--- config.mk ---
export PLATFORM = sky130hd
export DESIGN_NAME = park_pulse_frame_decoder
export DESIGN_NICKNAME = d
export VERILOG_FILES = /design/src/hw/rtl/ppfd_pkg.sv /design/src/hw/rtl/ppfd_front.sv /design/src/hw/rtl/ppfd_back.sv /design/src/hw/rtl/park_pulse_frame_decoder.sv
export SDC_FILE = /design/constraint.sdc
export NUM_CORES = 1
export LEC_CHECK = 0
export BUFFER_PORTS_ARGS = -buffer_cell sky130_fd_sc_hd__buf_2
export CAP_MARGIN = 15
export CORE_ASPECT_RATIO = 2
export CORE_MARGIN = 4
export CORE_UTILIZATION = 35
export CTS_CLUSTER_DIAMETER = 150
export DETAILED_ROUTE_END_ITERATION = 12
export PLACE_DENSITY = 0.57
export SYNTH_ARGS = -nofsm -noshare
export SYNTH_HDL_FRONTEND = slang
export SYNTH_SLANG_ARGS = --single-unit
--- constraint.sdc ---
create_clock -name clk -period 3.6 [get_ports clk]
set_input_delay 0.18 -clock clk [delete_from_list [all_inputs] [get_ports clk]]
set_output_delay 0.18 -clock clk [all_outputs]
set_load 0.01 [all_outputs]
--- src/hw/rtl/ppfd_pkg.sv ---
// Package for the parking-sensor pulse frame decoder.
// Holds gap window limits, sequencer step codes and the word types
// shared by the front, back and top-level files. No dependencies.
`timescale 1ns / 1ps

package ppfd_pkg;

  localparam int GAP_W  = 16;
  localparam int WORD_W = 16;
  localparam int CNT_W  = 5;

  // Gap windows in timer ticks, all bounds exclusive.
  localparam logic [GAP_W-1:0] SYNC_LO    = 16'd16;
  localparam logic [GAP_W-1:0] SYNC_HI    = 16'd20;
  localparam logic [GAP_W-1:0] LOW_LO     = 16'd41;
  localparam logic [GAP_W-1:0] LOW_HI     = 16'd46;
  localparam logic [GAP_W-1:0] PAUSE_LO   = 16'd82;
  localparam logic [GAP_W-1:0] PAUSE_HI   = 16'd90;
  localparam logic [GAP_W-1:0] ONE_LO     = 16'd10;
  localparam logic [GAP_W-1:0] ONE1_HI    = 16'd20;
  localparam logic [GAP_W-1:0] ONE2_HI    = 16'd22;
  localparam logic [GAP_W-1:0] ZERO_LO    = 16'd23;
  localparam logic [GAP_W-1:0] ZERO_HI    = 16'd33;
  localparam logic [GAP_W-1:0] SPLIT_LO   = 16'd172;
  localparam logic [GAP_W-1:0] SPLIT_HI   = 16'd212;
  localparam logic [GAP_W-1:0] ABORT_GAP  = 16'd200;

  // A sync run ends once its pulse count exceeds SYNC_DONE, a word once its bit count exceeds WORD_DONE.
  localparam logic [CNT_W-1:0] SYNC_DONE  = 5'd9;
  localparam logic [CNT_W-1:0] WORD_DONE  = 5'd15;

  typedef enum logic [3:0] {
    STEP_HUNT  = 4'd0,
    STEP_SYNC  = 4'd1,
    STEP_LOW   = 4'd2,
    STEP_PAUSE = 4'd3,
    STEP_WORD1 = 4'd4,
    STEP_SPLIT = 4'd5,
    STEP_WORD2 = 4'd6,
    STEP_DONE  = 4'd7,
    STEP_END   = 4'd8
  } step_t;

  // Classified word handed from front to back.
  typedef struct packed {
    logic ovf;
    logic pin;
    logic in_sync;
    logic in_low;
    logic in_pause;
    logic in_one1;
    logic in_one2;
    logic in_zero;
    logic in_split;
    logic abort;
  } item_t;

  // Result word delivered to the output side.
  typedef struct packed {
    logic              frame_ready;
    logic [WORD_W-1:0] first_word;
    logic [WORD_W-1:0] second_word;
    logic [3:0]        seq_step;
  } result_t;

  // Handshake between the front queue and the sequencer.
  typedef struct packed {
    logic  avail;
    item_t item;
  } mid_t;

endpackage

--- src/hw/rtl/ppfd_front.sv ---
// Front of the decoder: accepts input words, classifies the gap into
// window flags and holds them in a two-entry queue for the back.
// Depends on ppfd_pkg.
`timescale 1ns / 1ps

module ppfd_front (
  input  logic                       clk,
  input  logic                       rst,
  input  logic                       push,
  output logic                       full,
  input  logic                       mode,
  input  logic [ppfd_pkg::GAP_W-1:0] gap_ticks,
  input  logic                       pin_level,
  output ppfd_pkg::mid_t             mid,
  input  logic                       take
);

  ppfd_pkg::item_t item_in;
  ppfd_pkg::item_t mem [2];
  logic            wr_ptr;
  logic            rd_ptr;
  logic [1:0]      cnt;
  logic            do_push;
  logic            do_take;

  // Classify the gap against every window at once.
  always_comb begin
    item_in.ovf      = mode;
    item_in.pin      = pin_level;
    item_in.in_sync  = (gap_ticks > ppfd_pkg::SYNC_LO)  && (gap_ticks < ppfd_pkg::SYNC_HI);
    item_in.in_low   = (gap_ticks > ppfd_pkg::LOW_LO)   && (gap_ticks < ppfd_pkg::LOW_HI);
    item_in.in_pause = (gap_ticks > ppfd_pkg::PAUSE_LO) && (gap_ticks < ppfd_pkg::PAUSE_HI);
    item_in.in_one1  = (gap_ticks > ppfd_pkg::ONE_LO)   && (gap_ticks < ppfd_pkg::ONE1_HI);
    item_in.in_one2  = (gap_ticks > ppfd_pkg::ONE_LO)   && (gap_ticks < ppfd_pkg::ONE2_HI);
    item_in.in_zero  = (gap_ticks > ppfd_pkg::ZERO_LO)  && (gap_ticks < ppfd_pkg::ZERO_HI);
    item_in.in_split = (gap_ticks > ppfd_pkg::SPLIT_LO) && (gap_ticks < ppfd_pkg::SPLIT_HI);
    item_in.abort    = gap_ticks > ppfd_pkg::ABORT_GAP;
  end

  assign full      = (cnt == 2'd2);
  assign do_push   = push && !full;
  assign do_take   = take && (cnt != 2'd0);
  assign mid.avail = (cnt != 2'd0);
  assign mid.item  = mem[rd_ptr];

  always_ff @(posedge clk) begin
    if (do_push) begin
      mem[wr_ptr] <= item_in;
    end
  end

  always_ff @(posedge clk) begin
    if (rst) begin
      wr_ptr <= 1'b0;
      rd_ptr <= 1'b0;
      cnt    <= 2'd0;
    end else begin
      if (do_push) begin
        wr_ptr <= ~wr_ptr;
      end
      if (do_take) begin
        rd_ptr <= ~rd_ptr;
      end
      if (do_push && !do_take) begin
        cnt <= cnt + 2'd1;
      end else if (do_take && !do_push) begin
        cnt <= cnt - 2'd1;
      end
    end
  end

endmodule

--- src/hw/rtl/ppfd_back.sv ---
// Back of the decoder: frame sequencer, bit counter and both words, plus
// a two-entry result queue toward the output side.
// Depends on ppfd_pkg.
`timescale 1ns / 1ps

module ppfd_back (
  input  logic                clk,
  input  logic                rst,
  input  ppfd_pkg::mid_t      mid,
  output logic                take,
  output logic                empty,
  input  logic                pop,
  output ppfd_pkg::result_t   res
);

  ppfd_pkg::step_t              step;
  ppfd_pkg::step_t              step_next;
  logic [ppfd_pkg::CNT_W-1:0]   bit_count;
  logic [ppfd_pkg::CNT_W-1:0]   bit_count_next;
  logic [ppfd_pkg::WORD_W-1:0]  word_one;
  logic [ppfd_pkg::WORD_W-1:0]  word_one_next;
  logic [ppfd_pkg::WORD_W-1:0]  word_two;
  logic [ppfd_pkg::WORD_W-1:0]  word_two_next;
  logic                         ready_next;

  // Shared bit-decode path for both word steps.
  logic [ppfd_pkg::WORD_W-1:0]  ws_word;
  logic [ppfd_pkg::CNT_W-1:0]   ws_cnt;
  ppfd_pkg::step_t              ws_step;
  logic                         ws_one;
  logic                         ws_fail;

  // Sync-run path.
  logic [ppfd_pkg::CNT_W-1:0]   sy_cnt;
  ppfd_pkg::step_t              sy_step;

  ppfd_pkg::result_t            mem [2];
  ppfd_pkg::result_t            res_in;
  logic                         wr_ptr;
  logic                         rd_ptr;
  logic [1:0]                   cnt;
  logic                         do_pop;

  assign empty  = (cnt == 2'd0);
  assign do_pop = pop && !empty;
  assign take   = mid.avail && ((cnt != 2'd2) || do_pop);
  assign res    = mem[rd_ptr];

  always_comb begin
    sy_cnt  = mid.item.in_sync ? bit_count + 5'd1 : bit_count;
    sy_step = mid.item.in_sync ? ppfd_pkg::STEP_SYNC : ppfd_pkg::STEP_HUNT;
    if (sy_cnt > ppfd_pkg::SYNC_DONE) begin
      sy_step = ppfd_pkg::step_t'(sy_step + 4'd1);
    end
  end

  always_comb begin
    ws_word = (step == ppfd_pkg::STEP_WORD2) ? word_two : word_one;
    ws_one  = (step == ppfd_pkg::STEP_WORD2) ? mid.item.in_one2 : mid.item.in_one1;
    ws_cnt  = bit_count;
    ws_fail = 1'b0;
    if (!mid.item.pin) begin
      priority if (ws_one) begin
        ws_word = ws_word | (16'd1 << bit_count[3:0]);
        ws_cnt  = bit_count + 5'd1;
      end else if (mid.item.in_zero) begin
        ws_cnt  = bit_count + 5'd1;
      end else begin
        ws_fail = 1'b1;
      end
    end
    ws_step = ws_fail ? ppfd_pkg::STEP_HUNT : step;
    if (ws_cnt > ppfd_pkg::WORD_DONE) begin
      ws_step = ppfd_pkg::step_t'(ws_step + 4'd1);
    end
    if (mid.item.abort) begin
      ws_step = ppfd_pkg::STEP_HUNT;
    end
  end

  always_comb begin
    step_next      = step;
    bit_count_next = bit_count;
    word_one_next  = word_one;
    word_two_next  = word_two;
    ready_next     = 1'b0;
    if (mid.item.ovf) begin
      step_next      = ppfd_pkg::STEP_HUNT;
      bit_count_next = '0;
    end else begin
      unique case (step)
        ppfd_pkg::STEP_HUNT: begin
          if (mid.item.pin) begin
            step_next      = ppfd_pkg::STEP_SYNC;
            bit_count_next = '0;
          end
        end
        ppfd_pkg::STEP_SYNC: begin
          step_next      = sy_step;
          bit_count_next = sy_cnt;
        end
        ppfd_pkg::STEP_LOW: begin
          step_next = (mid.item.in_low && !mid.item.pin) ? ppfd_pkg::STEP_PAUSE
                                                         : ppfd_pkg::STEP_HUNT;
        end
        ppfd_pkg::STEP_PAUSE: begin
          if (mid.item.in_pause && mid.item.pin) begin
            step_next      = ppfd_pkg::STEP_WORD1;
            bit_count_next = '0;
            word_one_next  = '0;
          end else begin
            step_next = ppfd_pkg::STEP_HUNT;
          end
        end
        ppfd_pkg::STEP_WORD1: begin
          step_next      = ws_step;
          bit_count_next = ws_cnt;
          word_one_next  = ws_word;
        end
        ppfd_pkg::STEP_SPLIT: begin
          if (mid.item.in_split && mid.item.pin) begin
            step_next      = ppfd_pkg::STEP_WORD2;
            bit_count_next = '0;
            word_two_next  = '0;
          end else begin
            step_next = ppfd_pkg::STEP_HUNT;
          end
        end
        ppfd_pkg::STEP_WORD2: begin
          step_next      = ws_step;
          bit_count_next = ws_cnt;
          word_two_next  = ws_word;
        end
        ppfd_pkg::STEP_DONE: begin
          ready_next = 1'b1;
          step_next  = ppfd_pkg::STEP_END;
        end
        default: begin
          step_next      = ppfd_pkg::STEP_HUNT;
          bit_count_next = '0;
        end
      endcase
    end
  end

  always_ff @(posedge clk) begin
    if (rst) begin
      step      <= ppfd_pkg::STEP_HUNT;
      bit_count <= '0;
      word_one  <= '0;
      word_two  <= '0;
    end else if (take) begin
      step      <= step_next;
      bit_count <= bit_count_next;
      word_one  <= word_one_next;
      word_two  <= word_two_next;
    end
  end

  always_comb begin
    res_in.frame_ready = ready_next;
    res_in.first_word  = word_one_next;
    res_in.second_word = word_two_next;
    res_in.seq_step    = step_next;
  end

  always_ff @(posedge clk) begin
    if (take) begin
      mem[wr_ptr] <= res_in;
    end
  end

  always_ff @(posedge clk) begin
    if (rst) begin
      wr_ptr <= 1'b0;
      rd_ptr <= 1'b0;
      cnt    <= 2'd0;
    end else begin
      if (take) begin
        wr_ptr <= ~wr_ptr;
      end
      if (do_pop) begin
        rd_ptr <= ~rd_ptr;
      end
      if (take && !do_pop) begin
        cnt <= cnt + 2'd1;
      end else if (do_pop && !take) begin
        cnt <= cnt - 2'd1;
      end
    end
  end

endmodule

--- src/hw/rtl/park_pulse_frame_decoder.sv ---
// Top level of the parking-sensor pulse frame decoder.
// Instantiates ppfd_front and ppfd_back; depends on ppfd_pkg.
//
// Usage:
//   Input side is a queue write port: drive mode, gap_ticks and pin_level
//   and raise push; the word is taken at a clock edge with push high and
//   full low. mode=1 marks a gap counter overflow, which drops sync.
//   Result side is a queue read port: while empty is low the oldest result
//   (frame_ready, first_word, second_word, seq_step) is on the ports, and it
//   is taken at an edge with pop high and empty low. Every input word
//   yields exactly one result word.
// Timing:
//   A taken word is held in the front queue, then its result in the result
//   queue, before it can be popped. With pop held high one word per cycle
//   is sustained: the front classifies the gap combinationally into a
//   two-entry queue, the sequencer retires one word per cycle into another.
// Stall and reset:
//   When pop stays low the result queue fills, the sequencer holds, the
//   front queue fills and full rises; nothing is dropped.
//   rst (synchronous, active high) empties both queues, clears both words
//   and the bit count and puts the sequencer back to hunting for sync.
`timescale 1ns / 1ps

module park_pulse_frame_decoder (
  input  logic                        clk,
  input  logic                        rst,
  input  logic                        push,
  output logic                        full,
  input  logic                        mode,
  input  logic [ppfd_pkg::GAP_W-1:0]  gap_ticks,
  input  logic                        pin_level,
  output logic                        empty,
  input  logic                        pop,
  output logic                        frame_ready,
  output logic [ppfd_pkg::WORD_W-1:0] first_word,
  output logic [ppfd_pkg::WORD_W-1:0] second_word,
  output logic [3:0]                  seq_step
);

  ppfd_pkg::mid_t    mid;
  ppfd_pkg::result_t res;
  logic              take;

  // Front: classify each incoming word and queue it.
  ppfd_front u_front (
    .clk       (clk),
    .rst       (rst),
    .push      (push),
    .full      (full),
    .mode      (mode),
    .gap_ticks (gap_ticks),
    .pin_level (pin_level),
    .mid       (mid),
    .take      (take)
  );

  // Back: advance the frame sequencer and queue one result per word.
  ppfd_back u_back (
    .clk   (clk),
    .rst   (rst),
    .mid   (mid),
    .take  (take),
    .empty (empty),
    .pop   (pop),
    .res   (res)
  );

  assign frame_ready = res.frame_ready;
  assign first_word  = res.first_word;
  assign second_word = res.second_word;
  assign seq_step    = res.seq_step;

endmodule

==> results of run 1 <==
==> registers in the layout, summed over array words and instances (netlist names), 2 cells and up, named ones only <==
register and flops:
u_front.mem 20, u_back.mem 74, u_back.word_one 16, u_front.cnt 2, u_back.word_two 16, u_back.bit_count 5
u_back.cnt 2, u_back.step 4
==> worst max-delay path by stage <==
stage	cells after the start	to
after CTS	9	u_back.mem[1][0]
after detailed placement	7	u_back.mem[0][0]
after global placement	10	u_back.mem[0][2]
after floorplan	3	u_back.mem[0][0]
after global routing	12	u_back.step[1]
final	9	u_back.mem[1][0]
==> worst max-delay path: cells and delay by family (launching register included) <==
family / cells / cell delay [ps]
compound gates: 5 / 1300
flops: 1 / 600
fa+ha+maj: 2 / 520
simple gates: 1 / 130
buf+inv: 1 / 100
==> metal layers <==
metal / global-route usage, % / vias to the layer above
li1: - / 2299
met1: 14.0 / 2375
met2: 32.9 / 126
met3: 2.66 / 38
met4: 9.63 / 0
met5: 0 / -
==> power by group through the flow <==
| stage | Clock, mW | Sequential [mW] | Combinational (mW) |
|---|---|---|---|
| detailed placement | 0 | 2.34 | 1.67 |
| finish | 1.82 | 2.30 | 1.65 |
| global placement | 0 | 2.32 | 1.64 |
| CTS | 1.86 | 2.30 | 1.68 |
| floorplan | 0 | 2.28 | 1.12 |
| global route | 1.93 | 2.33 | 1.80 |
==> Yosys cell counts, types with 4 or more instances <==
cell type  count
a31oi_1        9
nand2_1       49
and3_1         4
nor3_1         9
buf_2          8
xor2_1         8
mux2i_1        4
inv_1         13
or3_1          6
nand2b_1       4
buf_6          5
dfxtp_1       51
nor2b_1        7
o21ai_0       15
clkbuf_1      20
edfxtp_1      94
a21oi_1       22
o2bb2ai_1      6
nor4_1         4
a22o_1        64
or2_2          4
ha_1          10
mux2_2        42
nand3_1       20
nor2_1        44
==> cell families (layout without fill, tap and decap cells) <==
family / after synthesis / after routing / share of synthesized area (%)
AOI/OAI and AO/OA: 149 / 149 / 16.7
muxes: 47 / 47 / 7.82
DFF: 145 / 145 / 57.0
adders and majority gates: 10 / 10 / 1.85
xor gates and xnor gates: 11 / 11 / 1.43
buffers and inverters: 48 / 119 / 3.37
and+or+nand+nor: 166 / 166 / 11.9
==> metrics by stage <==
step	std cells	setup WS [ps]	util, %
after floorplan	576	811	-
after global placement	868	807	38.5
after detailed placement	868	745	38.5
after CTS	902	667	41.9
after global routing	902	497	41.9
final	902	665	41.9
==> final cells by class <==
cell class	instances	area, sq um	share of cell area [%]
timing repair buffer	73	403	5.08
inverter	14	52.6	0.663
tap	255	319	4.03
clock buffer	20	458	5.78
clock inverter	12	155	1.96
sequential	145	3840	48.5
multi-input combinational	383	2690	34.0
==> run_results.csv, run 1 <==
group,metric,value,unit
clocking,cts_tree,"yes",
run_status,status,"finished clean",
synthesis,synth_area_leaders,"edfxtp_1 (42%), dfxtp_1 (15%), a22o_1 (8.3%)",
timing,rsz0062_at_grt,"false",
detailed_routing,ant_nets,0,
synthesis,yosysWarnings,0,
layout,num_antenna_cells,0,
setup_path,critPathRequiredTime,3740,ps
clocking,cts_max_level,4,
detailed_routing,wire_per_inst,18.9,um
layout,final_common_cell,"edfxtp_1",
placement,postPlaceCellArea,0.00729,sq mm
setup_path,worstReg2RegStart,"u_back.bit_count[2]",
power_and_ir_drop,power.internal,3.93,mW
timing,slew_violations,0,
setup_path,start_kind,"flip-flop",
timing,fin_hold_ws,90.2,ps
clocking,cts_buffers,17,
floorplanning,fp.dieW,106,um
timing,fin_crit,2940,ps
floorplanning,rows,71,
power_and_ir_drop,power_leakage,2.89,nW
layout,drive_gt1_share,24.1,%
power_and_ir_drop,pwr-share-comb,28.6,%
timing,tns,0,ps
detailed_routing,maxUsedRoutingLayer,"met4",
timing,setup_viol,0,
timing,skew,15.4,ps
power_and_ir_drop,p_per_area,727,mW/mm^2
detailed_routing,met3_length,427,um
clocking,clock-sinks,145,
timing,finalHoldViolCount,0,
clocking,clockBufferDepth,2,
detailed_routing,drtPass1Iterations,4,
floorplanning,die-area,0.0217,sq mm
grt,grt_usage,16.2,%
setup_path,r2r_end,"u_back.mem[1][0]",
synthesis,yosysUniqueCellTypes,58,
placement,hpwl,12.6,mm
timing,slew_headroom,39.8,%
grt,grt_max_degree,38,
hold_path,hold_end,"u_front.mem[1][5]",
floorplanning,die_h,204,um
detailed_routing,wl,17.0,mm
run,max_cap_viol_count,0,
timing,clock.fmax,341,MHz
hold_path,hold_start,"gap_ticks[7]",
power_and_ir_drop,swShare,31.8,%
power_and_ir_drop,seq_power_share,39.9,%
power_and_ir_drop,clkPwrFrac,31.6,%
setup_path,cp.arrival,3080,ps
clocking,clk_latency,420,ps
floorplanning,initial_core_util,35.7,%
layout,area_growth_syn_to_layout,17.4,%
floorplanning,coreArea,0.0189,sq mm
synthesis,yosysSeqAreaShare,57.0,%
layout,fin_area,0.00792,sq mm
clocking,hold_buffers,2,
clocking,clkTransAtPathRegs,60,ps
clocking,cts-root-buf,"clkbuf_16",
synthesis,synthArstFlopShare,0,%
setup_path,crit_path_start,"u_back.bit_count[2]",
synthesis,synth_area,0.00675,sq mm
synthesis,ys_ff_latch,145,
setup_path,cpPeakStageDelay,600,ps
placement,place_congestion,0.890,
setup_path,reg2reg_slack,660,ps
setup_path,cp_max_fo,14,
setup_path,end_kind,"flip-flop",
placement,io_buffers,60,
detailed_routing,drt_iter0_drc,309,
synthesis,synth_top_area_share,41.8,%
synthesis,synth_area_leader_cell,"edfxtp_1",
setup_path,ff2ff_path_depth,9,
hold_path,hold_depth,2,
clocking,cts_setup_buffers,0,
layout,finalNetCount,666,
synthesis,synth.avg_cell_area,11.7,sq um
timing,period_share,81.5,%
synthesis,synth_cells,576,
grt,grt_pass1_vias,4951,
floorplanning,pin_count,61,
detailed_routing,wl_met2,10.3,mm
timing,worst_pin_slew,900,ps
grt,antenna_found_initial,0,
layout,fillers,1782,
hold_path,hold_path_class,"in -> reg",
detailed_routing,vias,4838,
setup_path,criticalPathCategory,"reg -> reg",
setup_path,path_cells,"inv_1, ha_1, nor2b_1, o21ai_0, o22ai_1, o21ai_0, ha_1, a21oi_1, o32ai_1",
synthesis,synth-edff-count,94,
layout,final_cell_mix,"edfxtp_1 (94), a22o_1 (64), buf_2 (60), dfxtp_1 (51), nand2_1 (49)",
power_and_ir_drop,power,5.76,mW
synthesis,syn-num-nets,608,
power_and_ir_drop,switchingPower,1.83,mW
power_and_ir_drop,ir_drop,0.271,mV
detailed_routing,drc,0,
clocking,cts_resized,0,
grt,grt-ovfl-total,0,
setup_path,slowest_stage,"dfxtp_1",
grt,grt_pass1_wl,26.5,mm
detailed_routing,wl_met1,5.65,mm
detailed_routing,via_per_inst,5.36,
synthesis,ys.flop_type,"edfxtp_1",
Power figures use the tool's default switching activity.
==> run 2, diff against run 1 <==
Settings changed: ABC_AREA set to 1, PLACE_DENSITY 0.57 to 0.58.
Clock period 3.6 ns to 2.4 ns, I/O delays scaled along.
==> run_results.csv, run 2 <==
group,metric,value,unit
floorplanning,initial_core_util,35.7,%
detailed_routing,wl_met2,9.73,mm
detailed_routing,wl_met1,5.56,mm
timing,skew,8.05,ps
clocking,cts-root-buf,"clkbuf_16",
grt,grt_pass1_vias,5399,
synthesis,synth_top_family_by_area,"compound AO/OA/AOI/OAI gates",
setup_path,critPathRequiredTime,2580,ps
synthesis,synthSimpleGateAreaFrac,11.6,%
power_and_ir_drop,swShare,37.2,%
synthesis,synth_area,0.00715,sq mm
synthesis,synth_cells,734,
floorplanning,die-area,0.0229,sq mm
power_and_ir_drop,power.internal,7.13,mW
setup_path,cp_max_fo,5,
synthesis,synth.avg_cell_area,9.74,sq um
hold_path,hold_path_class,"in -> reg",
synthesis,synth.area.mux_share,5.83,%
power_and_ir_drop,p_per_area,1330,mW/mm^2
power_and_ir_drop,switchingPower,4.22,mW
power_and_ir_drop,pwr-share-comb,41.4,%
layout,drive_gt1_share,26.2,%
clocking,clk_latency,420,ps
detailed_routing,wl,16.3,mm
layout,num_antenna_cells,0,
detailed_routing,maxUsedRoutingLayer,"met4",
timing,setup_viol,0,
synthesis,synth-edff-count,94,
synthesis,synth_area_leader_cell,"edfxtp_1",
clocking,clockBufferDepth,2,
power_and_ir_drop,ir_drop,0.603,mV
layout,fin_area,0.00853,sq mm
synthesis,ys_top_cells_by_count,"nand2_1 (121), inv_1 (115), edfxtp_1 (94)",
timing,clock.fmax,447,MHz
synthesis,synth_xor_area_share,0.368,%
synthesis,post_synth_fa_ha_maj_area_fraction,1.75,%
layout,finalNetCount,848,
timing,worst_pin_slew,869,ps
synthesis,synth_area_leaders,"edfxtp_1 (39%), dfxtp_1 (14%), nand2_1 (6.4%)",
timing,slew_headroom,41.9,%
layout,final_common_cell,"nand2_1",
synthesis,yosysMostFrequentCell,"nand2_1",
floorplanning,coreArea,0.0200,sq mm
layout,largestRegisters,"u_back.mem (74), u_front.mem (20)",
setup_path,start_kind,"flip-flop",
layout,largest_reg_flops,74,
detailed_routing,via_per_inst,4.87,
power_and_ir_drop,power_leakage,3.57,nW
floorplanning,die_h,210,um
grt,grt_max_degree,67,
clocking,cts_max_level,4,
grt,grt_usage,15.0,%
synthesis,synthArstFlopShare,0,%
synthesis,synth_compound_area_share,18.2,%
synthesis,yosysSeqAreaShare,53.8,%
placement,hpwl,12.0,mm
timing,slew_violations,0,
layout,final_cell_mix,"nand2_1 (121), inv_1 (115), edfxtp_1 (94), buf_2 (60), a21oi_1 (56)",
timing,tns,0,ps
synthesis,ys_ff_latch,145,
timing,period_share,93.1,%
detailed_routing,drt_iter0_drc,150,
detailed_routing,drc,0,
run_status,status,"finished clean",
clocking,clkTransAtPathRegs,60,ps
setup_path,cp.arrival,2410,ps
synthesis,yosysUniqueCellTypes,41,
clocking,cts_buffers,17,
layout,fillers,1969,
grt,grt-ovfl-total,0,
detailed_routing,drtPass1Iterations,4,
layout,area_growth_syn_to_layout,19.3,%
placement,postPlaceCellArea,0.00791,sq mm
placement,place_congestion,0.867,
grt,grt_pass1_wl,26.3,mm
floorplanning,fp.dieW,109,um
synthesis,ys.flop_type,"edfxtp_1",
setup_path,criticalPathCategory,"reg -> reg",
clocking,clock-sinks,145,
detailed_routing,met3_length,408,um
detailed_routing,wire_per_inst,14.9,um
power_and_ir_drop,clkPwrFrac,22.5,%
synthesis,syn-num-nets,766,
detailed_routing,vias,5312,
synthesis,synth_top_area_share,39.5,%
timing,fin_crit,2240,ps
power_and_ir_drop,power,11.4,mW
clocking,cts_setup_buffers,0,
timing,rsz0062_at_grt,"false",
power_and_ir_drop,seq_power_share,36.1,%
floorplanning,rows,73,
floorplanning,pin_count,61,
timing,finalHoldViolCount,0,
layout,largest-register,"u_back.mem",
synthesis,yosysWarnings,0,
run,max_cap_viol_count,0,
grt,antenna_found_initial,0,
detailed_routing,ant_nets,0,
clocking,cts_tree,"yes",
placement,io_buffers,60,
layout,fin_util,42.6,%
setup_path,end_kind,"flip-flop",
## run 2: cell types whose count changed after synthesis, moves of 10 or more
cell | previous run | this run
inv_1 | 13 | 115
nor2_1 | 44 | 34
a21oi_1 | 22 | 56
o21ai_1 | 1 | 26
a22o_1 | 64 | 0
nand2_1 | 49 | 121
o22ai_2 | 0 | 23
o21ai_0 | 15 | 50
## run 2: path summary, 6_finish.rpt
check | slack (ps) | to | from | cells past startpoint
worst max-delay path | 160 | u_back.mem[0][0] | u_back.bit_count[0] | 13
worst min-delay path | 80 | u_front.mem[1][4] | gap_ticks[4] | 2
worst max register to register | 160 | u_back.mem[0][0] | u_back.bit_count[0] | 13
worst min register to register | 450 | flip-flop | u_front.rd_ptr | 1
## run 2: layout make-up
cell class / instances / area (sq um) / share of cell area (%)
Multi-Input combinational cell: 439 / 2740 / 32.2
Tap cell: 262 / 328 / 3.84
Clock buffer: 21 / 460 / 5.40
Inverter: 121 / 454 / 5.33
Timing Repair Buffer: 92 / 583 / 6.84
Sequential cell: 145 / 3850 / 45.1
Clock inverter: 11 / 114 / 1.34
## run 2: timing repair
item | CTS | global route
gates resized for setup | 0 | 10
endpoints found under the setup margin | 0 | 9
endpoints found under the hold margin | 4 | 0
hold buffers | 2 | 0
## run 2: logic make-up (layout without fill, tap and decap cells)
group,count (synthesis),count (layout)
buffers and inverters,150,245
flip-flops,145,145
multiplexers,37,37
AND/OR/NAND/NOR,193,193
adder cells (fa/ha/maj),10,10
XOR/XNOR,3,3
AO/OA/AOI/OAI,196,196
## run 2: power by group through the flow
stage	logic, mW	clock network, mW	registers, mW
final	4.70	2.56	4.09
after global routing	5.25	2.74	4.18
after CTS	4.76	2.62	4.09
after detailed placement	4.73	0	4.14
after global placement	4.69	0	4.11
after floorplan	3.26	0	4.06
## run 2: worst max-delay path: stages, from the launching register on
cell	delay (ps)
dfxtp_1	320
buf_4	150
ha_1	230
ha_1	280
inv_1	50
nand2_1	50
o21ai_0	100
o21ai_1	140
nand2_1	60
ha_1	270
a21oi_1	140
nand2_1	90
nand2_1	80
inv_1	50
## run 2: metrics by stage
| step | hold WS [ps] | worst slack, ps | cells |
|---|---|---|---|
| 2_1_floorplan | 219 | 169 | 734 |
| 3_3_place_gp | 310 | 34.6 | 1057 |
| 3_5_place_dp | 315 | 6.45 | 1057 |
| 4_1_cts | 52.5 | 2.87 | 1091 |
| 5_1_grt | 71.4 | 7.14 | 1091 |
| 6_report | 80.6 | 165 | 1091 |
## run 2: metal layers
layer | vias up | GRT usage, %
li1 | 2673 | -
met1 | 2498 | 13.2
met2 | 106 | 30.0
met3 | 35 | 3.34
met4 | 0 | 7.54
met5 | - | 0
==> run 3, diff against run 2 <==
Settings changed: CTS_BUF_LIST set to sky130_fd_sc_hd__clkbuf_8, REMOVE_ABC_BUFFERS set to 1.
==> run_results.csv, run 3 (synthesized netlist as in run 2, its figures left out) <==
group,metric,value,unit
detailed_routing,wire_per_inst,14.9,um
timing,fin_hold_ws,55.5,ps
setup_path,crit_top_cell,"nand2_1",
timing,skew,12.9,ps
floorplanning,coreArea,0.0200,sq mm
placement,io_buffers,60,
clocking,cts_setup_buffers,0,
setup_path,cp_max_fo,5,
layout,final_cell_mix,"nand2_1 (121), inv_1 (118), edfxtp_1 (94), buf_2 (60), a21oi_1 (56)",
power_and_ir_drop,ir_drop,0.689,mV
placement,place_congestion,0.903,
layout,fin_area,0.00821,sq mm
timing,finalHoldViolCount,0,
setup_path,cpPeakStageDelay,320,ps
placement,postPlaceCellArea,0.00784,sq mm
clocking,clockBufferDepth,2,
detailed_routing,drc,0,
timing,worst_pin_slew,866,ps
setup_path,cp.arrival,2420,ps
grt,antenna_found_initial,0,
timing,slew_violations,0,
clocking,clkTransAtPathRegs,80,ps
layout,fillers,1971,
timing,fin_crit,2210,ps
setup_path,start_kind,"flip-flop",
grt,grt-ovfl-total,0,
layout,largestRegisters,"u_back.mem (74), u_front.mem (20)",
setup_path,critPathRequiredTime,2610,ps
floorplanning,fp.dieW,109,um
run,max_cap_viol_count,0,
layout,area_growth_syn_to_layout,14.9,%
detailed_routing,wl,16.2,mm
grt,grt_pass1_wl,26.0,mm
placement,hpwl,11.6,mm
clocking,clk_latency,450,ps
setup_path,end_kind,"flip-flop",
floorplanning,pin_count,61,
setup_path,ff2ff_path_depth,13,
power_and_ir_drop,power_leakage,3.43,nW
clocking,clock-sinks,145,
floorplanning,die_h,210,um
setup_path,path_cells,"buf_4, ha_1, ha_1, inv_1, nand2_1, o21ai_0, o21ai_1, nand2_1, ha_1, a21oi_1, nand2_1, nand2_1, inv_1",
timing,clock.fmax,452,MHz
hold_path,hold_path_class,"in -> reg",
floorplanning,rows,73,
floorplanning,die-area,0.0229,sq mm
clocking,cts_buffers,17,
timing,setup_viol,0,
timing,slew_headroom,42.1,%
placement,dpl_worst_slack,151,ps
clocking,cts_tree,"yes",
layout,finalNonFillerCells,1083,
power_and_ir_drop,power,10.3,mW
grt,grt_max_degree,67,
layout,finalNetCount,840,
grt,grt_pass1_vias,5366,
layout,num_antenna_cells,0,
floorplanning,initial_core_util,35.7,%
power_and_ir_drop,p_per_area,1250,mW/mm^2
layout,largest_reg_flops,74,
detailed_routing,via_per_inst,4.86,
hold_path,hold_depth,2,
timing,rsz0062_at_grt,"false",
detailed_routing,drt_iter0_drc,269,
setup_path,criticalPathCategory,"reg -> reg",
layout,drive_gt1_share,24.8,%
run_status,status,"finished clean",
layout,final_common_cell,"nand2_1",
timing,final.setup.worst_slack,188,ps
setup_path,slowest_stage,"dfxtp_1",
layout,largest-register,"u_back.mem",
timing,period_share,92.2,%
grt,grt_usage,14.7,%
clocking,cts_max_level,4,
detailed_routing,ant_nets,0,
clocking,cts-root-buf,"clkbuf_8",
placement,place_inst,1049,
detailed_routing,drtPass1Iterations,5,
detailed_routing,vias,5267,
[run 3: cell types whose count changed in the layout (fill, tap and decap cells not counted), moves of 2 or more]
cell	previous run	this run
clkbuf_8	2	18
inv_1	115	118
clkbuf_16	17	0
clkbuf_1	2	0
buf_4	27	20
o21ai_0	47	49
o21ai_2	4	2
inv_4	0	3
[run 3: timing repair]
item                                    in CTS  in global routing
endpoints found under the setup margin       0                 10
resized for setup                            0                  3
endpoints found under the hold margin        4                  0
hold buffers                                 2                  0
[run 3: worst paths after layout]
path / to / from / slack, ps
worst min-delay path: u_front.mem[0][4] / gap_ticks[4] / 60
worst min register to register: u_back.rd_ptr / u_back.rd_ptr / 450
worst max register to register: u_back.mem[0][0] / u_back.bit_count[0] / 190
worst max-delay path: u_back.mem[0][0] / u_back.bit_count[0] / 190
[run 3: layout make-up]
type / instances / area (sq um) / area share, %
Sequential cell: 145 / 3840 / 46.8
Multi-Input combinational cell: 439 / 2730 / 33.2
Timing Repair Buffer: 84 / 510 / 6.22
Inverter: 121 / 454 / 5.53
Tap cell: 262 / 328 / 3.99
Clock buffer: 18 / 248 / 3.02
Clock inverter: 14 / 101 / 1.23
[run 3: where the power goes]
part	total, mW	internal [mW]	switching, mW
registers	4.10	3.80	0.298
logic	4.49	1.66	2.84
clock network	1.71	0.825	0.886
[run 3: per-stage QoR]
step                TNS [ps]  utilization, %
finish                     0            41.1
detailed placement         0            39.2
floorplan            -202640               -
global placement           0            39.2
global route               0            41.1
CTS                        0            41.0
[run 3: worst max-delay path, delay by kind of cell (launching register included)]
family	cells	cell delay [ps]
flip-flops	1	320
adder cells (fa/ha/maj)	3	780
AO/OA/AOI/OAI	3	370
AND/OR/NAND/NOR	4	250
buffers and inverters	3	250
[run 3: routing by layer]
metal	vias up	routed length (um)	global-route usage, %
met5	-	0	0
met4	0	472	7.02
met3	21	431	2.64
met2	96	9530	29.7
met1	2484	5730	13.4
li1	2666	-	-
